--- config.mk ---
export PLATFORM = sky130hd
export DESIGN_NAME = ebc_job_queue
export DESIGN_NICKNAME = d
export VERILOG_FILES = /design/src/hw/rtl/ebc_pkg.sv /design/src/hw/rtl/ebc_job_queue.sv
export VERILOG_INCLUDE_DIRS = /design/src /design/src/hw/rtl
export SDC_FILE = /design/constraint.sdc
export NUM_CORES = 1
export LEC_CHECK = 0
export BUFFER_PORTS_ARGS = -buffer_cell sky130_fd_sc_hd__buf_4
export CORE_ASPECT_RATIO = 0.6
export CORE_UTILIZATION = 56
export CTS_CLUSTER_SIZE = 40
export DETAILED_ROUTE_END_ITERATION = 8
export GPL_TIMING_DRIVEN = 0
export MAX_ROUTING_LAYER = met4
export PLACE_DENSITY = 0.82
export SYNTH_ARGS = -nofsm -noshare
export SYNTH_HDL_FRONTEND = slang
export SYNTH_SLANG_ARGS = --single-unit
--- constraint.sdc ---
create_clock -name clock -period 16.4 [get_ports clock]
set_input_delay 1.64 -clock clock [delete_from_list [all_inputs] [get_ports clock]]
set_output_delay 1.64 -clock clock [all_outputs]
set_load 0.02 [all_outputs]
--- src/hw/rtl/assert_macros.svh ---
// Assertion macros for the RTL files; the job queue includes them.
`ifndef ASSERT_MACROS_SVH
`define ASSERT_MACROS_SVH

// Property checked at every rising clock edge outside reset.
`define EBC_ASSERT(label, clk, rst, prop, msg) \
   label: assert property (@(posedge clk) disable iff (rst) (prop)) else $error(msg);

// Same-cycle implication.
`define EBC_ASSERT_IMPLY(label, clk, rst, ante, cons, msg) \
   `EBC_ASSERT(label, clk, rst, (ante) |-> (cons), msg)

`endif

--- src/hw/rtl/ebc_pkg.sv ---
// Package: widths, job types and easing weight tables of the cursor path block.
`default_nettype none

package ebc_pkg;

   localparam int STEPS      = 30;
   localparam int STEP_W     = $clog2(STEPS);

   localparam int COORD_W    = 14;
   localparam int DELTA_W    = COORD_W + 1;
   localparam int GAIN_W     = 8;
   localparam int GE_W       = DELTA_W + GAIN_W + 1;
   localparam int WA_W       = 21;
   localparam int WB_W       = 20;
   localparam int P_W        = DELTA_W + WA_W + 1;
   localparam int Q_W        = GE_W + WB_W + 1;
   localparam int DA_SHIFT   = 12;
   localparam int GE_SHIFT   = 4;
   localparam int FRAC_SHIFT = 28;
   localparam int SUM_W      = P_W + DA_SHIFT + 1;
   localparam int R_W        = SUM_W - FRAC_SHIFT;
   localparam int SUB_BITS   = 4;
   localparam int V_W        = R_W + 1;
   localparam int POINT_W    = 20;

   localparam logic signed [V_W-1:0] OUT_LOW  = -V_W'(65536);
   localparam logic signed [V_W-1:0] OUT_HIGH = V_W'(393215);
   localparam logic [SUM_W-1:0] ROUND_HALF    = SUM_W'(1) << (FRAC_SHIFT - 1);

   localparam logic [COORD_W-1:0] CURSOR_RESET = COORD_W'(40);
   localparam logic [GAIN_W-1:0]  GAIN_RESET   = GAIN_W'(41);

   // CSR map
   localparam int CSR_ADDR_W = 3;
   localparam int CSR_DATA_W = 32;
   localparam logic [CSR_ADDR_W-3:0] REG_CURVE_GAIN = '0;

   // Job queue
   localparam int QUEUE_DEPTH = 2;
   localparam int QPTR_W      = $clog2(QUEUE_DEPTH);
   localparam int QCNT_W      = $clog2(QUEUE_DEPTH + 1);

   typedef struct packed {
      logic [COORD_W-1:0]        sx;
      logic [COORD_W-1:0]        sy;
      logic [COORD_W-1:0]        tx;
      logic [COORD_W-1:0]        ty;
      logic signed [DELTA_W-1:0] dx;
      logic signed [DELTA_W-1:0] dy;
      logic signed [GE_W-1:0]    gex;   // gain * -dy
      logic signed [GE_W-1:0]    gey;   // gain * dx
   } job_type;

   typedef struct packed {
      logic    push;
      job_type job;
   } job_push_type;

   typedef struct packed {
      logic full;
      logic empty;
   } queue_status_type;

   // Easing weights, Q20, per step index k = i - 1
   localparam longint unsigned DSQ    = 64'(STEPS) * 64'(STEPS);
   localparam longint unsigned DCUBE  = DSQ * DSQ * DSQ;
   localparam longint unsigned WA_DEN = 64'd100 * DCUBE;
   localparam longint unsigned WB_DEN = DSQ * DSQ;

   typedef logic [WA_W-1:0] wa_table_type [STEPS];
   typedef logic [WB_W-1:0] wb_table_type [STEPS];

   function automatic longint unsigned eased_u(input int k);
      longint unsigned ii;
      longint unsigned nn;
      ii = 64'(k + 1);
      nn = 64'(STEPS);
      if (2 * ii < nn) begin
         return 2 * ii * ii;
      end
      return DSQ - 2 * (nn - ii) * (nn - ii);
   endfunction

   function automatic wa_table_type build_wa_table();
      wa_table_type    tbl;
      longint unsigned uu;
      longint unsigned mm;
      longint unsigned a;
      longint unsigned w;
      for (int k = 0; k < STEPS; k++) begin
         uu = eased_u(k);
         mm = DSQ - uu;
         a  = 99 * mm * mm * uu + 198 * mm * uu * uu + 100 * uu * uu * uu;
         w  = ((a << 20) + WA_DEN / 2) / WA_DEN;
         tbl[k] = w[WA_W-1:0];
      end
      return tbl;
   endfunction

   function automatic wb_table_type build_wb_table();
      wb_table_type    tbl;
      longint unsigned uu;
      longint unsigned mm;
      longint unsigned w;
      for (int k = 0; k < STEPS; k++) begin
         uu = eased_u(k);
         mm = DSQ - uu;
         w  = (((3 * mm * uu) << 20) + WB_DEN / 2) / WB_DEN;
         tbl[k] = w[WB_W-1:0];
      end
      return tbl;
   endfunction

   localparam wa_table_type WA_TABLE = build_wa_table();
   localparam wb_table_type WB_TABLE = build_wb_table();

endpackage

`default_nettype wire

--- src/hw/rtl/ebc_job_queue.sv ---
// Short job queue between front end and point generator.
`default_nettype none

`include "assert_macros.svh"

module ebc_job_queue (
   input  logic                       clock,
   input  logic                       reset,
   input  ebc_pkg::job_push_type      push_in,
   input  logic                       pop,
   output ebc_pkg::job_type           head,
   output ebc_pkg::queue_status_type  status
);
   import ebc_pkg::*;

   job_type            entries_ff [QUEUE_DEPTH];
   logic [QPTR_W-1:0]  wr_ptr_ff, wr_ptr_in;
   logic [QPTR_W-1:0]  rd_ptr_ff, rd_ptr_in;
   logic [QCNT_W-1:0]  count_ff, count_in;

   function automatic logic [QPTR_W-1:0] ptr_next(input logic [QPTR_W-1:0] p);
      if (p == QPTR_W'(QUEUE_DEPTH - 1)) begin
         return '0;
      end
      return p + 1'b1;
   endfunction

   assign head         = entries_ff[rd_ptr_ff];
   assign status.full  = (count_ff == QCNT_W'(QUEUE_DEPTH));
   assign status.empty = (count_ff == '0);

   always_comb begin
      wr_ptr_in = push_in.push ? ptr_next(wr_ptr_ff) : wr_ptr_ff;
      rd_ptr_in = pop ? ptr_next(rd_ptr_ff) : rd_ptr_ff;
      count_in  = count_ff;
      case ({push_in.push, pop})
         2'b10:   count_in = count_ff + 1'b1;
         2'b01:   count_in = count_ff - 1'b1;
         default: count_in = count_ff;
      endcase
   end

   always_ff @(posedge clock) begin
      if (reset) begin
         wr_ptr_ff <= '0;
         rd_ptr_ff <= '0;
         count_ff  <= '0;
      end else begin
         wr_ptr_ff <= wr_ptr_in;
         rd_ptr_ff <= rd_ptr_in;
         count_ff  <= count_in;
      end
   end

   always_ff @(posedge clock) begin
      if (push_in.push) begin
         entries_ff[wr_ptr_ff] <= push_in.job;
      end
   end

   `EBC_ASSERT_IMPLY(a_no_push_full, clock, reset, push_in.push, count_ff != QCNT_W'(QUEUE_DEPTH), "job pushed into full queue")
   `EBC_ASSERT_IMPLY(a_no_pop_empty, clock, reset, pop, count_ff != '0, "job popped from empty queue")
   `EBC_ASSERT_IMPLY(a_ptr_count, clock, reset, count_ff != QCNT_W'(QUEUE_DEPTH), QCNT_W'(QPTR_W'(wr_ptr_ff - rd_ptr_ff)) == count_ff, "queue pointers disagree with count")

endmodule

`default_nettype wire

Yosys cells after proc, flatten, opt, wreduce, memory -nomap -nowiden
Memories as Yosys holds them, arrays and structs flattened. A register that Yosys moved wholly into a read port is not among the register bits.
Cells that the tools add are included.
- add/subtract/negate cells: 4
- equality and inequality tests: 3
- multiplexer cells: 11
- reduce and logical (&&, ||, !) cells: 2
- operators by type and width (kind ; count):
    two-way mux 1 bit ; 10
    equality test 2 bit (second input constant) ; 2
    case mux 2 bit (2 select lines) ; 1
    adder 1 bit (second input constant) ; 2
    adder 2 x 1 -> 2 bit (second input constant) ; 1
    equality test 2 x 1 -> 1 bit (second input constant) ; 1
    logical NOT 2 bit ; 1
    nonzero test 2 bit ; 1
    subtractor 2 x 1 -> 2 bit (second input constant) ; 1
- flip-flop bits (word level): 4
- bits in writable memories: 268
- bits of input ports: 138
- output and inout bits: 136
- logic and storage cells: 24
- memories: 1
- memory list (name ; depth ; bits a word ; read ports ; clocked after Yosys merged registers in ; wr ports ; line ; source):
    entries_ff ; 2 ; 134 ; 1 ; 1 ; 1 ; ebc_job_queue.sv:16 ; job_type entries_ff [QUEUE_DEPTH];

Longest topological paths before layout
- word-level depth: 4
- mapped depth: 5
- depth with buffers taken out: 5

Least setup slack after synthesis
OpenSTA, ideal clock, no wires.
- path kind: input -> register
- from: in push_in[134] in the netlist's numbering
- to: mem entries_ff[0][0] in the netlist's numbering (enable)
- library setup time: 633 ps
- arrival time: 7310 ps
- required time: 15767 ps
- setup slack: 8457 ps
- cell stages on the path: 2
- buffers on the path: 0
- path through: inv_1 nor2_1
- cells in the longest elaborated chain, start to end: 2
- RTL lines (item ; line ; source):
    start: declaration ; ebc_job_queue.sv:9 ; input ebc_pkg::job_push_type push_in,
    two-way mux 1 bit ; ebc_job_queue.sv:56 ; if (push_in.push) begin
    two-way mux 1 bit (implied by the code) ; ebc_job_queue.sv:57 ; entries_ff[wr_ptr_ff] <= push_in.job;
    end: declaration ; ebc_job_queue.sv:16 ;
Every way passes these cells.

==> impl_metrics.ini <==
[status]
status = completed

[detailed_routing]
drc = 0
wl_per_cell_um = 19.7
via_per_inst = 5.15
drt_iter0_markers = 349
wl_um = 19600
first_pass_iters = 4
ant_nets = 0
route.vias.total = 5126

[cts]
htree_levels = 1
cts_setup_buffers = 0
clock-sinks = 273
clk_latency_ns = 0.50
path_clk_slew_ns = 0.06
cts_resized = 0
clockBufferDepth = 3
cts_made_buffers = 24
ctsHoldBuffers = 0
tritoncts = done
root_buffer = clkbuf_16

[place]
gp_congestion = 0.784
place_worst_setup_slack_ns = 13.13
dp_cells = 952
numPortBuffers = 273
dp_hpwl_um = 13800

[worst_setup_path]
startpoint_type = flip-flop
critical_path_class = reg2out
rr_worst_depth = 3
worstPathRequired_ns = 14.76
rr_startpoint = wr_ptr_ff
reg2reg_slack_ns = 14.46
crit_arrival_ns = 1.93
worstReg2RegEnd = entries_ff[1][120]
worstPathMaxFanout = 10
crit_path_end_kind = output pin

[finish]
final_cell_mix = buf_4 (273), edfxtp_1 (268), mux2_2 (74)
diodes = 0
final_util_pct = 76.8
fin_nets = 883
layout-drive-gt1-share_pct = 61.3
synthToLayoutAreaGrowth_pct = 32.2
layout_commonest_cell = buf_4
fin_cells = 996

[sta]
finalCritPeriodShare_pct = 21.7
hold_viol = 0
holdWs_ns = 0.524
report.final.slew_viol_count = 0
skew_ns = 0.00478
fmax_mhz = 280
fin_setup_tns_ns = 0
setup_slack_ns = 12.83
rsz0062_at_grt = no
period_needed_ns = 3.57
worst_slew_pin_slew_ns = 0.629
relSlewSlack_pct = 58.0
report.final.setup_viol = 0

[power]
leakagePower_uw = 0.00516
vdd_drop_max_uv = 80.4
p_per_area_nw_per_um2 = 121

[logic_synthesis]
ys_ff_latch = 273
yosysUniqueCellTypes = 16
netlist_area_um2 = 10100
postSynthCellCount = 439
syn_area_per_cell_um2 = 23.0
ys_warn_count = 0
yosysSeqAreaShare_pct = 80.6
synth_fp_nets = 578

[die]
fp.dieH_um = 106
fp.dieW_um = 175
start_util_pct = 58.1
core_region_area_um2 = 17400
ios = 274
die-area_um2 = 18600
row_count = 37

[global_routing]
grt_overflow = 0
grt_start_max_net_pins = 64
grt_usage_pct = 21.3
grt_pass1_wl_um = 28900
antenna_found_initial = 0
grt_pass1_vias = 5379

[min_path]
hp-class = reg2reg
hold_path_startpoint = count_ff[1]
whs_path_depth = 2
hold_end = count_ff[1]

[flow_run]
maxCapViolCount = 0
[cells by family after synthesis]
logic type                 after synthesis  share of synthesized area [%]
DFF                                    273                           80.6
muxes                                  134                           17.2
xor gates and xnor gates                 4                          0.347
adders and majority gates                1                          0.124
buffers and inverters                   16                           1.21
AOI/OAI and AO/OA                        2                         0.0990
and+or+nand+nor                          9                          0.433
[per-layer routing]
metal	global-route usage [%]	share of wire, %	vias up
li1	-	-	2353
met1	25.7	39	2549
met2	35.4	50	198
met3	6.87	9.7	26
met4	4.47	1.5	0
met5	-	0	-
[through the flow]
stage               power (uW)  instance area [um^2]
floorplan                  981                 10100
global placement          1080                 12400
detailed placement        1090                 12600
CTS                       1630                 13400
global route              1670                 13400
finish                    1620                 13400
[worst max-delay path: stages, from the launching register on]
cell	delay (ns)
dfxtp_1	0.31
buf_2	0.22
buf_6	0.21
buf_6	0.20
mux2_4	0.32
buf_4	0.16
[synthesized netlist by cell type]
cell type	count	area, um^2
ha_1	1	12.5
a21oi_1	1	5.00
buf_6	7	78.8
mux2_4	60	901
and2_1	1	6.26
nor2_1	6	22.5
or3_1	1	6.26
and2b_2	1	8.76
mux2_2	74	833
xnor2_1	3	26.3
inv_1	1	3.75
buf_2	8	40.0
o21ai_0	1	5.00
xor2_1	1	8.76
edfxtp_1	268	8050
dfxtp_1	5	100
[final cells by class]
cell class / count / area [um^2]
buffer: 15 / 119
clock buffer: 30 / 644
clock inverter: 14 / 125
fill: 989 / 4040
inverter: 1 / 3.75
multi-input combinational: 150 / 1850
sequential: 273 / 8150
tap: 234 / 293
timing repair buffer: 279 / 2180
[registers in the layout, summed over array words and instances (netlist names), named ones only]
name	cells
rd_ptr_ff	1
count_ff	2
entries_ff	268
wr_ptr_ff	1
[report_power, final]
group / leakage [uW] / internal [uW] / switching (uW)
logic: 0.00223 / 122 / 125
clock network: 0.000375 / 311 / 232
registers: 0.00256 / 814 / 10.8
total: 0.00516 / 1250 / 368
[worst max-delay path by stage]
stage	start	endpoint	slack, ns
global placement	push_in[134]	entries_ff[0][82]	5.87
global route	flip-flop	head[80]	12.74
floorplan	push_in[134]	entries_ff[0][0]	8.46
CTS	flip-flop	head[116]	12.78
detailed placement	push_in[134]	entries_ff[1][83]	13.13
finish	flip-flop	head[88]	12.83
No activity file was read; power rests on OpenSTA's default activity.
