==> src/hw/rtl/assert_macros.svh <==
// Assertion macros for the RTL files; the job queue includes them.
`ifndef ASSERT_MACROS_SVH
`define ASSERT_MACROS_SVH

// Property checked at every rising clock edge outside reset.
`define EBC_ASSERT(label, clk, rst, prop, msg) \
   label: assert property (@(posedge clk) disable iff (rst) (prop)) else $error(msg);

// Same-cycle implication.
`define EBC_ASSERT_IMPLY(label, clk, rst, ante, cons, msg) \
   `EBC_ASSERT(label, clk, rst, (ante) |-> (cons), msg)

`endif

==> src/hw/rtl/ebc_pkg.sv <==
// Package: widths, job types and easing weight tables of the cursor path block.
`default_nettype none

package ebc_pkg;

   localparam int STEPS      = 30;
   localparam int STEP_W     = $clog2(STEPS);

   localparam int COORD_W    = 14;
   localparam int DELTA_W    = COORD_W + 1;
   localparam int GAIN_W     = 8;
   localparam int GE_W       = DELTA_W + GAIN_W + 1;
   localparam int WA_W       = 21;
   localparam int WB_W       = 20;
   localparam int P_W        = DELTA_W + WA_W + 1;
   localparam int Q_W        = GE_W + WB_W + 1;
   localparam int DA_SHIFT   = 12;
   localparam int GE_SHIFT   = 4;
   localparam int FRAC_SHIFT = 28;
   localparam int SUM_W      = P_W + DA_SHIFT + 1;
   localparam int R_W        = SUM_W - FRAC_SHIFT;
   localparam int SUB_BITS   = 4;
   localparam int V_W        = R_W + 1;
   localparam int POINT_W    = 20;

   localparam logic signed [V_W-1:0] OUT_LOW  = -V_W'(65536);
   localparam logic signed [V_W-1:0] OUT_HIGH = V_W'(393215);
   localparam logic [SUM_W-1:0] ROUND_HALF    = SUM_W'(1) << (FRAC_SHIFT - 1);

   localparam logic [COORD_W-1:0] CURSOR_RESET = COORD_W'(40);
   localparam logic [GAIN_W-1:0]  GAIN_RESET   = GAIN_W'(41);

   // CSR map
   localparam int CSR_ADDR_W = 3;
   localparam int CSR_DATA_W = 32;
   localparam logic [CSR_ADDR_W-3:0] REG_CURVE_GAIN = '0;

   // Job queue
   localparam int QUEUE_DEPTH = 2;
   localparam int QPTR_W      = $clog2(QUEUE_DEPTH);
   localparam int QCNT_W      = $clog2(QUEUE_DEPTH + 1);

   typedef struct packed {
      logic [COORD_W-1:0]        sx;
      logic [COORD_W-1:0]        sy;
      logic [COORD_W-1:0]        tx;
      logic [COORD_W-1:0]        ty;
      logic signed [DELTA_W-1:0] dx;
      logic signed [DELTA_W-1:0] dy;
      logic signed [GE_W-1:0]    gex;   // gain * -dy
      logic signed [GE_W-1:0]    gey;   // gain * dx
   } job_type;

   typedef struct packed {
      logic    push;
      job_type job;
   } job_push_type;

   typedef struct packed {
      logic full;
      logic empty;
   } queue_status_type;

   // Easing weights, Q20, per step index k = i - 1
   localparam longint unsigned DSQ    = 64'(STEPS) * 64'(STEPS);
   localparam longint unsigned DCUBE  = DSQ * DSQ * DSQ;
   localparam longint unsigned WA_DEN = 64'd100 * DCUBE;
   localparam longint unsigned WB_DEN = DSQ * DSQ;

   typedef logic [WA_W-1:0] wa_table_type [STEPS];
   typedef logic [WB_W-1:0] wb_table_type [STEPS];

   function automatic longint unsigned eased_u(input int k);
      longint unsigned ii;
      longint unsigned nn;
      ii = 64'(k + 1);
      nn = 64'(STEPS);
      if (2 * ii < nn) begin
         return 2 * ii * ii;
      end
      return DSQ - 2 * (nn - ii) * (nn - ii);
   endfunction

   function automatic wa_table_type build_wa_table();
      wa_table_type    tbl;
      longint unsigned uu;
      longint unsigned mm;
      longint unsigned a;
      longint unsigned w;
      for (int k = 0; k < STEPS; k++) begin
         uu = eased_u(k);
         mm = DSQ - uu;
         a  = 99 * mm * mm * uu + 198 * mm * uu * uu + 100 * uu * uu * uu;
         w  = ((a << 20) + WA_DEN / 2) / WA_DEN;
         tbl[k] = w[WA_W-1:0];
      end
      return tbl;
   endfunction

   function automatic wb_table_type build_wb_table();
      wb_table_type    tbl;
      longint unsigned uu;
      longint unsigned mm;
      longint unsigned w;
      for (int k = 0; k < STEPS; k++) begin
         uu = eased_u(k);
         mm = DSQ - uu;
         w  = (((3 * mm * uu) << 20) + WB_DEN / 2) / WB_DEN;
         tbl[k] = w[WB_W-1:0];
      end
      return tbl;
   endfunction

   localparam wa_table_type WA_TABLE = build_wa_table();
   localparam wb_table_type WB_TABLE = build_wb_table();

endpackage

`default_nettype wire

==> src/hw/rtl/ebc_channels.sv <==
// Valid/ready channel interfaces for targets and path points.
`default_nettype none

interface ebc_req_if;
   import ebc_pkg::*;
   logic               valid;
   logic               ready;
   logic [COORD_W-1:0] target_x;
   logic [COORD_W-1:0] target_y;

   modport source (output valid, output target_x, output target_y, input ready);
   modport sink   (input valid, input target_x, input target_y, output ready);
endinterface


`default_nettype wire

==> src/hw/rtl/ebc_front.sv <==
// Front end: takes targets, tracks the cursor, builds jobs for the queue.
`default_nettype none

module ebc_front (
   input  logic                          clock,
   input  logic                          reset,
   ebc_req_if.sink                       req_if,
   input  logic [ebc_pkg::GAIN_W-1:0]    curve_gain,
   input  ebc_pkg::queue_status_type     queue_status,
   output ebc_pkg::job_push_type         job_push
);
   import ebc_pkg::*;

   logic [COORD_W-1:0]        cursor_x_ff, cursor_x_in;
   logic [COORD_W-1:0]        cursor_y_ff, cursor_y_in;
   logic                      accept;
   logic signed [DELTA_W-1:0] dx;
   logic signed [DELTA_W-1:0] dy;
   logic signed [DELTA_W-1:0] neg_dy;
   logic signed [GAIN_W:0]    gain_s;

   assign req_if.ready = !queue_status.full;
   assign accept       = req_if.valid && req_if.ready;

   assign dx     = $signed({1'b0, req_if.target_x}) - $signed({1'b0, cursor_x_ff});
   assign dy     = $signed({1'b0, req_if.target_y}) - $signed({1'b0, cursor_y_ff});
   assign neg_dy = -dy;
   assign gain_s = $signed({1'b0, curve_gain});

   always_comb begin
      job_push.push    = accept;
      job_push.job.sx  = cursor_x_ff;
      job_push.job.sy  = cursor_y_ff;
      job_push.job.tx  = req_if.target_x;
      job_push.job.ty  = req_if.target_y;
      job_push.job.dx  = dx;
      job_push.job.dy  = dy;
      job_push.job.gex = gain_s * neg_dy;
      job_push.job.gey = gain_s * dx;
   end

   // the target becomes the start of the next path
   assign cursor_x_in = accept ? req_if.target_x : cursor_x_ff;
   assign cursor_y_in = accept ? req_if.target_y : cursor_y_ff;

   always_ff @(posedge clock) begin
      if (reset) begin
         cursor_x_ff <= CURSOR_RESET;
         cursor_y_ff <= CURSOR_RESET;
      end else begin
         cursor_x_ff <= cursor_x_in;
         cursor_y_ff <= cursor_y_in;
      end
   end

endmodule

`default_nettype wire

==> src/flat_wrapper.sv <==
// flat-port wrapper written by rule: the top's interface ports become plain ports
module ebc_front_flat import ebc_pkg::*;
  (clock, reset, curve_gain, queue_status, job_push, req_if_valid, req_if_target_x, req_if_target_y, req_if_ready);
  ebc_req_if req_if_i ();
  input  logic clock;
  input  logic reset;
  input  logic [ebc_pkg::GAIN_W-1:0] curve_gain;
  input  ebc_pkg::queue_status_type queue_status;
  output ebc_pkg::job_push_type job_push;
  input wire logic [$bits(req_if_i.valid)-1:0] req_if_valid;
  input wire logic [$bits(req_if_i.target_x)-1:0] req_if_target_x;
  input wire logic [$bits(req_if_i.target_y)-1:0] req_if_target_y;
  output wire logic [$bits(req_if_i.ready)-1:0] req_if_ready;
  assign req_if_i.valid = req_if_valid;
  assign req_if_i.target_x = req_if_target_x;
  assign req_if_i.target_y = req_if_target_y;
  assign req_if_ready = req_if_i.ready;
  ebc_front u_core (.clock(clock), .reset(reset), .req_if(req_if_i), .curve_gain(curve_gain), .queue_status(queue_status), .job_push(job_push));
endmodule
==> config.mk <==
export PLATFORM = sky130hd
export DESIGN_NAME = ebc_front_flat
export DESIGN_NICKNAME = d
export VERILOG_FILES = /design/src/hw/rtl/assert_macros.svh /design/src/hw/rtl/ebc_pkg.sv /design/src/hw/rtl/ebc_channels.sv /design/src/hw/rtl/ebc_front.sv /design/src/flat_wrapper.sv
export SDC_FILE = /design/constraint.sdc
export NUM_CORES = 1
export LEC_CHECK = 0
export ABC_AREA = 1
export BUFFER_PORTS_ARGS = -buffer_cell sky130_fd_sc_hd__buf_2
export CAP_MARGIN = 10
export CORE_ASPECT_RATIO = 1.5
export CORE_MARGIN = 1.5
export CORE_UTILIZATION = 40
export CTS_CLUSTER_DIAMETER = 80
export DETAILED_ROUTE_END_ITERATION = 10
export PLACE_DENSITY_LB_ADDON = 0.15
export SLEW_MARGIN = 15
export SYNTH_ARGS = -nofsm -noshare
export SYNTH_HDL_FRONTEND = slang
export SYNTH_SLANG_ARGS = --single-unit
export TNS_END_PERCENT = 10
==> constraint.sdc <==
create_clock -name clock -period 5.3 [get_ports clock]
set_input_delay 0.265 -clock clock [delete_from_list [all_inputs] [get_ports clock]]
set_output_delay 0.265 -clock clock [all_outputs]
set_load 0.005 [all_outputs]
### Word level (Yosys, flattened, before mapping)

Index checks and enable logic that the tools add are counted.

| operators by class | value |
|---|---|
| $add $sub $neg | 3 |
| multipliers | 2 |
| reductions and logical operators | 2 |

Operators with widths:

| kind | count |
|---|---|
| multiplier 9 x 15 -> 24 bit | 2 |
| subtractor 14 x 14 -> 15 bit | 2 |
| negator 15 bit | 1 |
| logical AND 1 bit | 1 |
| logical NOT 1 bit | 1 |

| storage, ports and cells | value |
|---|---|
| register bits | 28 |
| input port bits | 41 |
| output and inout port bits | 136 |
| logic and storage cells | 9 |

### Depth between registers and ports, before layout

| logic depth | value |
|---|---|
| depth after elaboration | 3 |
| gate-level depth with buffers | 33 |
| mapped depth without buffers | 33 |

### Worst setup path before layout

No wires, ideal clock.

| timing path | value |
|---|---|
| kind | register to output |
| from | register u_core.cursor_y_ff[0] |
| to | output job_push[47] in the netlist's numbering |
| data arrival time | 5.576 ns |
| required time | 5.035 ns |
| setup slack | -0.541 ns |
| stages on the path, launching flop included | 28 |
| path buffers | 0 |
| path through | dfxtp_1 ha_1 fa_1 ha_1 inv_1 nor2_2 nand3_1 nor2_2 nand4_2 nor2_2 nand3_2 nand2_4 nand2_1 fa_1 inv_1 fa_1 fa_1 inv_1 fa_1 inv_1 ha_1 nand2_1 nor3_1 inv_1 nor2_1 nand4_1 o2111ai_1 xor2_1 |

RTL lines:

| item | RTL line | text |
|---|---|---|
| start: declaration | ebc_front.sv:15 | `logic [COORD_W-1:0] cursor_y_ff, cursor_y_in;` |
| start signal: assignment | ebc_front.sv:52 | `cursor_y_ff <= cursor_y_in;` |
| end: declaration | flat_wrapper.sv:9 | `output ebc_pkg::job_push_type job_push;` |

==> flow_metrics.tcl <==
set metrics [dict create \
    outcome "finished with violations" \
    violations "negative setup slack" \
    fin_worst_skew_ns 0 \
    cts.sinks 28 \
    worst_pin_slew_ns 0.871 \
    synth_area_um2 11800 \
    antenna_left 0 \
    drive_gt1_frac 0.324 \
    ioPinCount 177 \
    crit_path_end_kind "primary output" \
    yosys.area.top_type "fa_1" \
    vias_per_cell 4.75 \
    clockBufferDepth 2 \
    top_usage_layer "met2" \
    wl_um 36500 \
    cts-root-buf "clkbuf_16" \
    cts.htree.levels 1 \
    dieArea_um2 30600 \
    grt_use_total 0.246 \
    period_share 1.18 \
    r2r_start "u_core.cursor_y_ff[5]$_SDFFE_PP1P_" \
    grt_util_met1 0.248 \
    num_vias 11788 \
    clock_latency_ns 0.27 \
    clkSlewWorstSetupHoldPaths_ns 0.08 \
    worst_slack_ns -0.979 \
    start_util 0.408 \
    die_x_um 143 \
    num_antenna_cells 0 \
    synth_flop_cell "dfxtp_1" \
    grtUsageMet2 0.499 \
    hpwlAfterDp_um 32300 \
    crit_slowest_cell "fa_1" \
    worstReg2RegEnd "u_core.cursor_y_ff[5]$_SDFFE_PP1P_" \
    synth.net_count 2001 \
    maxCapViolations 0 \
    fp-row-count 76 \
    syn_to_final_growth_pct 37.0 \
    core_area_um2 28900 \
    n_fill_cell 2847 \
    tns_ns -22.58 \
    fmax_ghz 0.159 \
    grt_max_degree 29 \
    antenna_found_initial 0 \
    place.port_buffers 175 \
    final_max_slew_viol_count 0 \
    firstDrtPassIters 5 \
    max-slew-margin-rel 0.419 \
    startpoint "u_core.cursor_y_ff[0]$_SDFFE_PP0P_" \
    grt_pass1_vias 12523 \
    final_nets 2453 \
    r2r_cells 3 \
    drc 0 \
    rrSetupSlack_ns 4.48 \
    overflow 0 \
    final_common_cell "inv_1" \
    place_congestion 0.933 \
    fin_crit_ns 6.28 \
    tritoncts "yes" \
    ys_types 42 \
    ys_ff_latch 28 \
    syn-instance-count 1640 \
    synth.top_cell.area_share 0.329 \
    first_iter_violations 362 \
    grt_pass1_wl_um 59200 \
    hold_viol_final 0 \
    most-common-layout-cells "inv_1 (402), buf_4 (331), nand2_1 (300)" \
    critPathMaxFanout 7 \
    die_h_um 213 \
    max_stage_delay_ns 0.54 \
    synth_edf_count 0 \
    cpMostUsedCell "fa_1" \
    synth_area_leaders "fa_1 (33%), ha_1 (13%), inv_1 (13%), nand2_1 (10%), dfxtp_1 (4.8%)" \
    rsz0062_at_grt "yes" \
    async_reset_ff_frac 0 \
    setup_viol 35 \
    gr-usage-met3 0.0132 \
    cp.arrival_ns 6.01 \
    avgSynthCellArea_um2 7.19 \
    cp.required_ns 5.04 \
    yosysWarnings 0 \
    crit_end "job_push[44]" \
    post_drt_wl_per_cell_um 14.7 \
    synth_seq_area_share 0.0475 \
    start_kind "register" \
    crit_type "register to primary output" \
    numCtsBuffers 3 \
    hold_path.class "primary input to register" \
]
-- how the worst min path moves through the flow --
stage,slack [ns],depth (start not counted),endpoint,from
6_report,0.31,3,u_core.cursor_x_ff[12]$_SDFFE_PP0P_,req_if_target_x[12]
5_1_grt,0.35,3,u_core.cursor_x_ff[13]$_SDFFE_PP0P_,req_if_target_x[13]
4_1_cts,0.32,3,u_core.cursor_x_ff[13]$_SDFFE_PP0P_,req_if_target_x[13]
3_5_place_dp,0.47,2,u_core.cursor_x_ff[7]$_SDFFE_PP0P_,u_core.cursor_x_ff[7]$_SDFFE_PP0P_
3_3_place_gp,0.46,2,u_core.cursor_x_ff[7]$_SDFFE_PP0P_,u_core.cursor_x_ff[7]$_SDFFE_PP0P_
2_1_floorplan,0.40,2,u_core.cursor_x_ff[3]$_SDFFE_PP1P_,req_if_target_x[3]
-- layout make-up --
class	count	area (µm²)	area share
multi-input cells	1125	10000	0.621
repair buffers	507	3370	0.209
inverters	427	1610	0.0993
flip-flops and latches	28	564	0.0349
well taps	390	488	0.0302
clock buffers	3	75.1	0.00464
clock inverters	1	30.0	0.00186
-- registers in the layout, summed over array words and instances, names as in the netlist --
signal	count
u_core.cursor_y_ff	14
u_core.cursor_x_ff	14
-- critical path, delay by kind of cell (launching register included) --
family                   cells  cell delay [ns]
XOR/XNOR                     1             0.15
flip-flops                   1             0.34
AND/OR/NAND/NOR             10             1.20
AO/OA/AOI/OAI                3             0.48
buffers and inverters        6             0.48
adder cells (fa/ha/maj)      8             3.10
-- synthesized netlist by cell type (all sizes together) (3+ instances only) --
| library cell | instances |
|---|---|
| o211ai | 8 |
| nor3 | 10 |
| nand2 | 340 |
| xor2 | 31 |
| nand3 | 54 |
| inv | 425 |
| xnor2 | 22 |
| a21oi | 89 |
| nand3b | 3 |
| o21ai | 51 |
| o21bai | 5 |
| dfxtp | 28 |
| nand4 | 10 |
| a21o | 9 |
| or2 | 4 |
| buf | 35 |
| fa | 194 |
| a31oi | 3 |
| clkbuf | 25 |
| nor2 | 151 |
| ha | 126 |
-- per-layer routing --
metal / wire length, µm / vias up
li1: - / 5780
met1: 13300 / 5682
met2: 20300 / 223
met3: 801 / 103
met4: 2140 / 0
met5: 0 / -
-- logic make-up (layout without fill, tap and decap cells) --
family | Yosys count | count (layout) | synth area share
buffers and inverters | 487 | 938 | 0.164
AND/OR/NAND/NOR | 577 | 577 | 0.204
AO/OA/AOI/OAI | 175 | 175 | 0.0821
XOR/XNOR | 53 | 53 | 0.0393
adder cells (fa/ha/maj) | 320 | 320 | 0.463
flip-flops | 28 | 28 | 0.0475
-- through the flow --
step                      hold WS, ns   util  cell area, µm²  worst slack (ns)  cells
after global placement          0.464  0.531           15400             -1.09   2465
after CTS                       0.318  0.557           16100             -1.01   2479
after global routing            0.346  0.559           16200             -1.30   2481
final                           0.314  0.559           16200            -0.979   2481
after floorplan                 0.395      -           11900            -0.395   1640
after detailed placement        0.470  0.531           15400             -1.09   2465
-- timing repair --
action	in CTS	in global routing
pin swaps	60	3
resized for setup	118	14
endpoints found under the hold margin	0	0
hold buffers	0	0
buffers inserted	10	2
endpoints found under the setup margin	36	37
Power is not shown: default switching activity piles up to over one toggle a cycle in this logic, so the estimate is an artifact.
