**config.mk**
```make
export PLATFORM = sky130hd
export DESIGN_NAME = ebc_back_flat
export DESIGN_NICKNAME = d
export VERILOG_FILES = /design/src/hw/rtl/assert_macros.svh /design/src/hw/rtl/ebc_pkg.sv /design/src/hw/rtl/ebc_channels.sv /design/src/hw/rtl/ebc_back.sv /design/src/flat_wrapper.sv
export SDC_FILE = /design/constraint.sdc
export NUM_CORES = 2
export LEC_CHECK = 0
export BUFFER_PORTS_ARGS = -buffer_cell sky130_fd_sc_hd__buf_2
export CAP_MARGIN = 20
export CELL_PAD_IN_SITES_DETAIL_PLACEMENT = 0
export CELL_PAD_IN_SITES_GLOBAL_PLACEMENT = 1
export CORE_MARGIN = 2
export CORE_UTILIZATION = 47
export DETAILED_ROUTE_END_ITERATION = 10
export GPL_TIMING_DRIVEN = 0
export PLACE_DENSITY = 0.76
export REMOVE_ABC_BUFFERS = 1
export SYNTH_ARGS = -nofsm -noshare
export SYNTH_HDL_FRONTEND = slang
export SYNTH_SLANG_ARGS = --single-unit
```
**constraint.sdc**
```tcl
create_clock -name clock -period 12.1 [get_ports clock]
set_input_delay 2.42 -clock clock [delete_from_list [all_inputs] [get_ports clock]]
set_output_delay 2.42 -clock clock [all_outputs]
set_load 0.02 [all_outputs]
```
**src/hw/rtl/assert_macros.svh**
```systemverilog
// Assertion macros for the RTL files; the job queue includes them.
`ifndef ASSERT_MACROS_SVH
`define ASSERT_MACROS_SVH

// Property checked at every rising clock edge outside reset.
`define EBC_ASSERT(label, clk, rst, prop, msg) \
   label: assert property (@(posedge clk) disable iff (rst) (prop)) else $error(msg);

// Same-cycle implication.
`define EBC_ASSERT_IMPLY(label, clk, rst, ante, cons, msg) \
   `EBC_ASSERT(label, clk, rst, (ante) |-> (cons), msg)

`endif

```
**src/hw/rtl/ebc_pkg.sv**
```systemverilog
// Package: widths, job types and easing weight tables of the cursor path block.
`default_nettype none

package ebc_pkg;

   localparam int STEPS      = 30;
   localparam int STEP_W     = $clog2(STEPS);

   localparam int COORD_W    = 14;
   localparam int DELTA_W    = COORD_W + 1;
   localparam int GAIN_W     = 8;
   localparam int GE_W       = DELTA_W + GAIN_W + 1;
   localparam int WA_W       = 21;
   localparam int WB_W       = 20;
   localparam int P_W        = DELTA_W + WA_W + 1;
   localparam int Q_W        = GE_W + WB_W + 1;
   localparam int DA_SHIFT   = 12;
   localparam int GE_SHIFT   = 4;
   localparam int FRAC_SHIFT = 28;
   localparam int SUM_W      = P_W + DA_SHIFT + 1;
   localparam int R_W        = SUM_W - FRAC_SHIFT;
   localparam int SUB_BITS   = 4;
   localparam int V_W        = R_W + 1;
   localparam int POINT_W    = 20;

   localparam logic signed [V_W-1:0] OUT_LOW  = -V_W'(65536);
   localparam logic signed [V_W-1:0] OUT_HIGH = V_W'(393215);
   localparam logic [SUM_W-1:0] ROUND_HALF    = SUM_W'(1) << (FRAC_SHIFT - 1);

   localparam logic [COORD_W-1:0] CURSOR_RESET = COORD_W'(40);
   localparam logic [GAIN_W-1:0]  GAIN_RESET   = GAIN_W'(41);

   // CSR map
   localparam int CSR_ADDR_W = 3;
   localparam int CSR_DATA_W = 32;
   localparam logic [CSR_ADDR_W-3:0] REG_CURVE_GAIN = '0;

   // Job queue
   localparam int QUEUE_DEPTH = 2;
   localparam int QPTR_W      = $clog2(QUEUE_DEPTH);
   localparam int QCNT_W      = $clog2(QUEUE_DEPTH + 1);

   typedef struct packed {
      logic [COORD_W-1:0]        sx;
      logic [COORD_W-1:0]        sy;
      logic [COORD_W-1:0]        tx;
      logic [COORD_W-1:0]        ty;
      logic signed [DELTA_W-1:0] dx;
      logic signed [DELTA_W-1:0] dy;
      logic signed [GE_W-1:0]    gex;   // gain * -dy
      logic signed [GE_W-1:0]    gey;   // gain * dx
   } job_type;

   typedef struct packed {
      logic    push;
      job_type job;
   } job_push_type;

   typedef struct packed {
      logic full;
      logic empty;
   } queue_status_type;

   // Easing weights, Q20, per step index k = i - 1
   localparam longint unsigned DSQ    = 64'(STEPS) * 64'(STEPS);
   localparam longint unsigned DCUBE  = DSQ * DSQ * DSQ;
   localparam longint unsigned WA_DEN = 64'd100 * DCUBE;
   localparam longint unsigned WB_DEN = DSQ * DSQ;

   typedef logic [WA_W-1:0] wa_table_type [STEPS];
   typedef logic [WB_W-1:0] wb_table_type [STEPS];

   function automatic longint unsigned eased_u(input int k);
      longint unsigned ii;
      longint unsigned nn;
      ii = 64'(k + 1);
      nn = 64'(STEPS);
      if (2 * ii < nn) begin
         return 2 * ii * ii;
      end
      return DSQ - 2 * (nn - ii) * (nn - ii);
   endfunction

   function automatic wa_table_type build_wa_table();
      wa_table_type    tbl;
      longint unsigned uu;
      longint unsigned mm;
      longint unsigned a;
      longint unsigned w;
      for (int k = 0; k < STEPS; k++) begin
         uu = eased_u(k);
         mm = DSQ - uu;
         a  = 99 * mm * mm * uu + 198 * mm * uu * uu + 100 * uu * uu * uu;
         w  = ((a << 20) + WA_DEN / 2) / WA_DEN;
         tbl[k] = w[WA_W-1:0];
      end
      return tbl;
   endfunction

   function automatic wb_table_type build_wb_table();
      wb_table_type    tbl;
      longint unsigned uu;
      longint unsigned mm;
      longint unsigned w;
      for (int k = 0; k < STEPS; k++) begin
         uu = eased_u(k);
         mm = DSQ - uu;
         w  = (((3 * mm * uu) << 20) + WB_DEN / 2) / WB_DEN;
         tbl[k] = w[WB_W-1:0];
      end
      return tbl;
   endfunction

   localparam wa_table_type WA_TABLE = build_wa_table();
   localparam wb_table_type WB_TABLE = build_wb_table();

endpackage

`default_nettype wire

```
**src/hw/rtl/ebc_channels.sv**
```systemverilog
// Valid/ready channel interfaces for targets and path points.
`default_nettype none


interface ebc_rsp_if;
   import ebc_pkg::*;
   logic                      valid;
   logic                      ready;
   logic signed [POINT_W-1:0] point_x;
   logic signed [POINT_W-1:0] point_y;
   logic                      last_point;

   modport source (output valid, output point_x, output point_y, output last_point,
                   input ready);
   modport sink   (input valid, input point_x, input point_y, input last_point,
                   output ready);
endinterface

`default_nettype wire

```
**src/hw/rtl/ebc_back.sv**
```systemverilog
// Back end: steps through each job and computes the eased Bezier points.
`default_nettype none

module ebc_back (
   input  logic                       clock,
   input  logic                       reset,
   input  ebc_pkg::job_type           head,
   input  ebc_pkg::queue_status_type  queue_status,
   output logic                       pop,
   ebc_rsp_if.source                  rsp_if
);
   import ebc_pkg::*;

   localparam logic [STEP_W-1:0] LAST_STEP = STEP_W'(STEPS - 1);

   logic                enable;
   logic                issue;
   logic                issue_last;
   logic [STEP_W-1:0]   step_ff, step_in;

   // stage 0: job and table weights
   logic                s0_valid_ff;
   logic                s0_last_ff;
   job_type             s0_job_ff;
   logic [WA_W-1:0]     s0_wa_ff;
   logic [WB_W-1:0]     s0_wb_ff;

   // stage 1: products
   logic                   s1_valid_ff;
   logic                   s1_last_ff;
   logic [COORD_W-1:0]     s1_sx_ff, s1_sy_ff, s1_tx_ff, s1_ty_ff;
   logic signed [P_W-1:0]  s1_px_ff, s1_py_ff;
   logic signed [Q_W-1:0]  s1_qx_ff, s1_qy_ff;

   // stage 2: output register
   logic                      s2_valid_ff;
   logic                      s2_last_ff;
   logic signed [POINT_W-1:0] s2_x_ff, s2_x_in;
   logic signed [POINT_W-1:0] s2_y_ff, s2_y_in;

   function automatic logic signed [POINT_W-1:0] make_point(
      input logic signed [P_W-1:0] p,
      input logic signed [Q_W-1:0] q,
      input logic [COORD_W-1:0]    s
   );
      logic signed [SUM_W-1:0] sum;
      logic signed [R_W-1:0]   r;
      logic signed [V_W-1:0]   v;
      sum = $signed({p[P_W-1], p, DA_SHIFT'(0)})
          + $signed({{(SUM_W-Q_W-GE_SHIFT){q[Q_W-1]}}, q, GE_SHIFT'(0)})
          + $signed(ROUND_HALF);
      r = sum[SUM_W-1:FRAC_SHIFT];
      v = $signed({{(V_W-R_W){r[R_W-1]}}, r})
        + $signed({{(V_W-COORD_W-SUB_BITS){1'b0}}, s, SUB_BITS'(0)});
      if (v < OUT_LOW) begin
         v = OUT_LOW;
      end else if (v > OUT_HIGH) begin
         v = OUT_HIGH;
      end
      return v[POINT_W-1:0];
   endfunction

   // whole pipeline moves when the output register can take a point
   assign enable     = !s2_valid_ff || rsp_if.ready;
   assign issue      = enable && !queue_status.empty;
   assign issue_last = (step_ff == LAST_STEP);
   assign pop        = issue && issue_last;

   always_comb begin
      step_in = step_ff;
      if (issue) begin
         step_in = issue_last ? '0 : step_ff + 1'b1;
      end
   end

   always_comb begin
      if (s1_last_ff) begin
         s2_x_in = $signed({{(POINT_W-COORD_W-SUB_BITS){1'b0}}, s1_tx_ff, SUB_BITS'(0)});
         s2_y_in = $signed({{(POINT_W-COORD_W-SUB_BITS){1'b0}}, s1_ty_ff, SUB_BITS'(0)});
      end else begin
         s2_x_in = make_point(s1_px_ff, s1_qx_ff, s1_sx_ff);
         s2_y_in = make_point(s1_py_ff, s1_qy_ff, s1_sy_ff);
      end
   end

   always_ff @(posedge clock) begin
      if (reset) begin
         step_ff     <= '0;
         s0_valid_ff <= 1'b0;
         s1_valid_ff <= 1'b0;
         s2_valid_ff <= 1'b0;
      end else begin
         step_ff <= step_in;
         if (enable) begin
            s0_valid_ff <= issue;
            s1_valid_ff <= s0_valid_ff;
            s2_valid_ff <= s1_valid_ff;
         end
      end
   end

   always_ff @(posedge clock) begin
      if (enable) begin
         s0_last_ff <= issue_last;
         s0_job_ff  <= head;
         s0_wa_ff   <= WA_TABLE[step_ff];
         s0_wb_ff   <= WB_TABLE[step_ff];

         s1_last_ff <= s0_last_ff;
         s1_sx_ff   <= s0_job_ff.sx;
         s1_sy_ff   <= s0_job_ff.sy;
         s1_tx_ff   <= s0_job_ff.tx;
         s1_ty_ff   <= s0_job_ff.ty;
         s1_px_ff   <= s0_job_ff.dx * $signed({1'b0, s0_wa_ff});
         s1_py_ff   <= s0_job_ff.dy * $signed({1'b0, s0_wa_ff});
         s1_qx_ff   <= s0_job_ff.gex * $signed({1'b0, s0_wb_ff});
         s1_qy_ff   <= s0_job_ff.gey * $signed({1'b0, s0_wb_ff});

         s2_last_ff <= s1_last_ff;
         s2_x_ff    <= s2_x_in;
         s2_y_ff    <= s2_y_in;
      end
   end

   assign rsp_if.valid      = s2_valid_ff;
   assign rsp_if.point_x    = s2_x_ff;
   assign rsp_if.point_y    = s2_y_ff;
   assign rsp_if.last_point = s2_last_ff;

endmodule

`default_nettype wire

```
**src/flat_wrapper.sv**
```systemverilog
// flat-port wrapper written by rule: the top's interface ports become plain ports
module ebc_back_flat import ebc_pkg::*;
  (clock, reset, head, queue_status, pop, rsp_if_valid, rsp_if_point_x, rsp_if_point_y, rsp_if_last_point, rsp_if_ready);
  ebc_rsp_if rsp_if_i ();
  input  logic clock;
  input  logic reset;
  input  ebc_pkg::job_type head;
  input  ebc_pkg::queue_status_type queue_status;
  output logic pop;
  output wire logic [$bits(rsp_if_i.valid)-1:0] rsp_if_valid;
  output wire logic [$bits(rsp_if_i.point_x)-1:0] rsp_if_point_x;
  output wire logic [$bits(rsp_if_i.point_y)-1:0] rsp_if_point_y;
  output wire logic [$bits(rsp_if_i.last_point)-1:0] rsp_if_last_point;
  input wire logic [$bits(rsp_if_i.ready)-1:0] rsp_if_ready;
  assign rsp_if_valid = rsp_if_i.valid;
  assign rsp_if_point_x = rsp_if_i.point_x;
  assign rsp_if_point_y = rsp_if_i.point_y;
  assign rsp_if_last_point = rsp_if_i.last_point;
  assign rsp_if_i.ready = rsp_if_ready;
  ebc_back u_core (.clock(clock), .reset(reset), .head(head), .queue_status(queue_status), .pop(pop), .rsp_if(rsp_if_i));
endmodule
```
**After elaboration in Yosys (flattened, before gate mapping)**

Memory sizes are Yosys's and may differ from the RTL's. A register that Yosys moved wholly into a read port is not among the register bits.
Cells that the tools add are included.

- Flip-flop bits (word level): 405
- Bits in read-only memories: 1312
- Bits of input ports: 139
- Output and inout bits: 43
- Logic and storage cells: 62
- Memories kept: 2

- Add/sub/neg operators: 7
- Multiply operators: 4
- Magnitude comparators: 4
- Equality and inequality tests: 1
- Muxes and demuxes: 7
- Bitwise logic cells: 1
- Reductions and logical operators: 7

Memory list:

| name | words | bits a word | rd ports | clocked after memory_dff | write ports | line | text |
|---|---|---|---|---|---|---|---|
| (no name shown) | 32 | 21 | 1 | 1 | 0 | ebc_back.sv:106 | `s0_wa_ff <= WA_TABLE[step_ff];` |
| (no name shown) | 32 | 20 | 1 | 1 | 0 | ebc_back.sv:107 | `s0_wb_ff <= WB_TABLE[step_ff];` |

Operator list:

| operator | number |
|---|---|
| adder 49 x 49 -> 50 bit | 2 |
| adder 50 x 29 -> 50 bit, second input constant | 2 |
| multiplier 24 x 21 -> 45 bit | 2 |
| 2-to-1 mux 20 bit | 4 |
| multiplier 15 x 22 -> 37 bit | 2 |
| adder 22 x 19 -> 23 bit | 2 |
| > comparator 23 x 20 -> 1 bit, second input constant | 2 |
| less-than comparator 23 x 17 -> 1 bit, second input constant | 2 |
| 2-to-1 mux 18 bit | 2 |
| inverter 5 -> 6 bit | 1 |
| adder 5 x 1 -> 5 bit, second input constant | 1 |
| == test 5 bit, second input constant | 1 |
| 2-to-1 mux 5 bit | 1 |
| OR reduction 2 bit | 2 |
| logical AND 1 bit | 2 |
| logical NOT 1 bit | 2 |
| logical OR 1 bit | 1 |

**Logic depth before layout (Yosys ltp)**

- Word-level depth: 7
- Depth in mapped cells: 29
- Gate-level depth less buffers: 27

**Worst setup path before layout**

OpenSTA, ideal clock, no wires.

- Kind: in2reg
- From: in rsp_if_ready
- To: reg u_core.s2_last_ff, in the netlist u_core.rsp_if.last_point (enable)
- Library setup time: 0.770 ns
- Data arrival time: 10.643 ns
- Data required time: 11.330 ns
- Setup slack: 0.687 ns
- Cell stages on the path: 2
- Buffers on the path: 0
- Cells stage by stage: nor2b_1 inv_1

- Word-level cells in the longest chain between the ends: 1

Ends and longest elaborated chain:

| item | line | text |
|---|---|---|
| start: declaration | flat_wrapper.sv:14 | `input wire logic [$bits(rsp_if_i.ready)-1:0] rsp_if_ready;` |
| logical OR 1 bit | ebc_back.sv:64 | `assign enable = !s2_valid_ff \|\| rsp_if.ready;` |
| end signal: assignment | ebc_back.sv:119 | `s2_last_ff <= s1_last_ff;` |
| end: declaration | ebc_back.sv:37 | `logic s2_last_ff;` |

No other way between the ends.
A chain may end at the register's enable or synchronous reset.

**Worst setup path in the final report**

- From: reg u_core.s0_wb_ff[6]
- To: reg u_core.s1_qx_ff[36] (data pin)

- Word-level cells in the longest chain between the ends: 1

Ends and longest elaborated chain:

| item | line | text |
|---|---|---|
| start: declaration | ebc_back.sv:26 | `logic [WB_W-1:0] s0_wb_ff;` |
| multiplier 24 x 21 -> 45 bit | ebc_back.sv:116 | `s1_qx_ff <= s0_job_ff.gex * $signed({1'b0, s0_wb_ff});` |
| end signal: assignment | ebc_back.sv:116 |  |
| end: declaration | ebc_back.sv:33 | `logic signed [Q_W-1:0] s1_qx_ff, s1_qy_ff;` |

No other way between the ends.

==> impl_metrics.toml <==
[outcome]
status = "complete, no violations"

[job]
drv_cap = 0

[clock_tree]
clkLatencyLatePin_ns = 0.68
postCtsHoldBufs = 0
ctsResizeCount = 0
cts_buffer_depth = 3
clk_pin_slew_ns = 0.06
root_buffer = "clkbuf_16"
post-cts-setup-buffers = 0
htree_num_levels = 2
cts_tree = "built"
clock_sinks = 430
cts_inserted_buffers = 54

[sta]
post-route-min-period_ns = 8.49
setup_viol = 0
fmax_mhz = 118
hold_viol_final = 0
clock_skew_ns = 0.0373
worst_slew_pin_slew_ns = 1.19
rsz0062_at_grt = "no"
finalMaxSlewViolations = 0
slew_headroom_pct = 20.7
fin_crit_sh_pct = 70.2

[place]
dp_hpwl_um = 151000
place_congestion = 0.869
dp.cells = 9600
io_buffers = 180

[setup_path]
cp_data_arrival_time_ns = 8.92
path_common_cell = "fa_1"
path_delay_family = "adder cells"
slowest_delay_ns = 0.77
cp_slowest_cell = "edfxtp_1"
worstSetupEndpointType = "register"
worstPathBufferInverterCount = 6
worstPathRequired_ns = 12.53
cp_max_fo = 18
reg2reg_from = "u_core.s0_wb_ff[6]$_DFFE_PN_"
start_kind = "register"
crit_type = "reg2reg"
startpoint = "u_core.s0_wb_ff[6]$_DFFE_PN_"

[floorplan]
dieWidth_um = 405
dieArea_mm2 = 0.164
start_util_pct = 47.2
ios = 182
core_area_mm2 = 0.160
fp.dieH_um = 405
rows = 147

[synthesis]
syn_avg_cell_area_um2 = 9.89
synth.top_cell.area_share_pct = 39.1
synth_ff_type = "edfxtp_1"
ys_seq_elements = 430
async_flop_share_pct = 0
synth_top_cell_by_area = "fa_1"
synthDistinctLibCells = 88
synth-edff-count = 422
synthTopCellsByArea = "fa_1 39%, edfxtp_1 17%, ha_1 11%"
yosysSeqAreaShare_pct = 17.0
syn_area_mm2 = 0.0755
synth_cells = 7635
yosys_warnings = 0

[detailed_routing]
drcViolationCount = 0
wirelength_um = 189000
wl_met3_um = 8370
first_pass_iters = 6
top_layer = "met5"
drt-initial-drc-count = 2990
ant_nets = 0
post_drt_wl_per_cell_um = 19.5
viasPerCell = 5.26
wl_met2_um = 95200
met1_length_um = 79300
vias = 51100

[finish]
multi_input_area_mm2 = 0.0552
area_delta_synth_final_pct = 8.03
drive_gt1_share_pct = 5.07
nets = 9860
layoutNonFillerInstCount = 9708
finish.utilization_pct = 51.0
register_area_mm2 = 0.0128
fill_cells = 14600

[global_route]
grt_usage_pct = 24.1
grt_max_degree = 125
antenna_found_initial = 6
grt_pass1_wl_um = 308000
grt_overflow = 0
grt_pass1_vias = 56300

[hold_path]
hp-class = "reg2reg"
hp-start = "u_core.s0_job_ff[78]$_DFFE_PN_"
## metrics by stage
| step | setup slack (ns) | hold slack (ns) | instance area [um2] | setup TNS [ns] |
|---|---|---|---|---|
| after floorplan | 0.687 | 0.400 | 74100 | 0 |
| after global placement | -3.19 | 0.401 | 77600 | -1296.88 |
| after detailed placement | 3.56 | 0.405 | 79600 | 0 |
| after CTS | 3.49 | 0.419 | 81500 | 0 |
| after global routing | 3.18 | 0.422 | 81600 | 0 |
| final | 3.61 | 0.417 | 81600 | 0 |
## cells by family (layout without fill, tap and decap cells)
family	Yosys count	after routing	share of synthesized area (%)
flip-flops	430	430	17.0
adder cells (fa/ha/maj)	2145	2145	50.2
other	0	4	0
AND/OR/NAND/NOR	2142	2142	14.1
AO/OA/AOI/OAI	698	698	6.21
multiplexers	11	11	0.166
buffers and inverters	2004	1987	9.99
XOR/XNOR	205	205	2.38
## synth_stat cells (all sizes together), types with 17 or more instances
master	count
o21a	37
nand2b	72
fa	1474
buf	17
nor2b	28
inv	1625
and3	23
a31oi	26
o311a	25
ha	671
o21ai	113
a21o	101
nor2	171
nand2	923
nand4	24
nor3	37
a21oi	205
clkbuf	362
nand3	47
a211oi	27
and2	757
o21bai	28
xnor2	148
edfxtp	422
xor2	57
## metal layers
layer | GRT usage [%] | vias to the layer above
li1 | - | 23300
met1 | 31.4 | 26400
met2 | 42.5 | 1184
met3 | 2.50 | 303
met4 | 7.36 | 4
met5 | 0 | -
## path summary, 6_finish.rpt
path	endpoint	slack, ns	cells past startpoint
setup / recovery	u_core.s1_qx_ff[36]$_DFFE_PN_	3.61	26
hold / removal	u_core.s1_ty_ff[0]$_DFFE_PN_	0.42	0
setup reg to reg	u_core.s1_qx_ff[36]$_DFFE_PN_	3.61	26
hold reg to reg	u_core.s1_ty_ff[0]$_DFFE_PN_	0.42	0
## layout by cell type (no fill, tap or decap), types with 26 or more instances in the layout
| cell type | count |
|---|---|
| and2_1 | 756 |
| inv_1 | 1624 |
| nand2b_1 | 72 |
| nor3_1 | 36 |
| o21bai_1 | 28 |
| nand3_1 | 47 |
| fa_1 | 1474 |
| a21oi_1 | 205 |
| nor2_1 | 171 |
| clkbuf_16 | 54 |
| nor2b_1 | 28 |
| buf_16 | 69 |
| ha_1 | 671 |
| a21o_1 | 101 |
| nand2_1 | 923 |
| xnor2_1 | 148 |
| o21ai_0 | 112 |
| o21a_1 | 37 |
| buf_2 | 181 |
| a31oi_1 | 26 |
| edfxtp_1 | 422 |
| xor2_1 | 57 |
## state kept, by name (all words and copies together) (netlist names), 5 cells and up
name,flops
u_core.step_ff,5
u_core.s1_tx_ff,14
u_core.s0_wb_ff,20
u_core.s0_job_ff,134
u_core.rsp_if.point_x,20
u_core.s0_wa_ff,21
u_core.s1_qy_ff,37
u_core.s1_sx_ff,14
u_core.s1_py_ff,37
u_core.rsp_if.point_y,20
u_core.s1_qx_ff,37
u_core.s1_px_ff,37
u_core.s1_sy_ff,14
u_core.s1_ty_ff,14
## final cells by class
type | instances | area share (%)
clock buffers | 61 | 1.69
clock inverters | 37 | 0.572
well taps | 2086 | 3.20
repair buffers | 264 | 3.73
flip-flops and latches | 430 | 15.7
diodes | 4 | 0.0123
multi-input cells | 5201 | 67.6
inverters | 1625 | 7.48
Power is left out: the tool's default activity adds up to more than one toggle a clock period on the data nets, which glitch-free logic cannot reach.
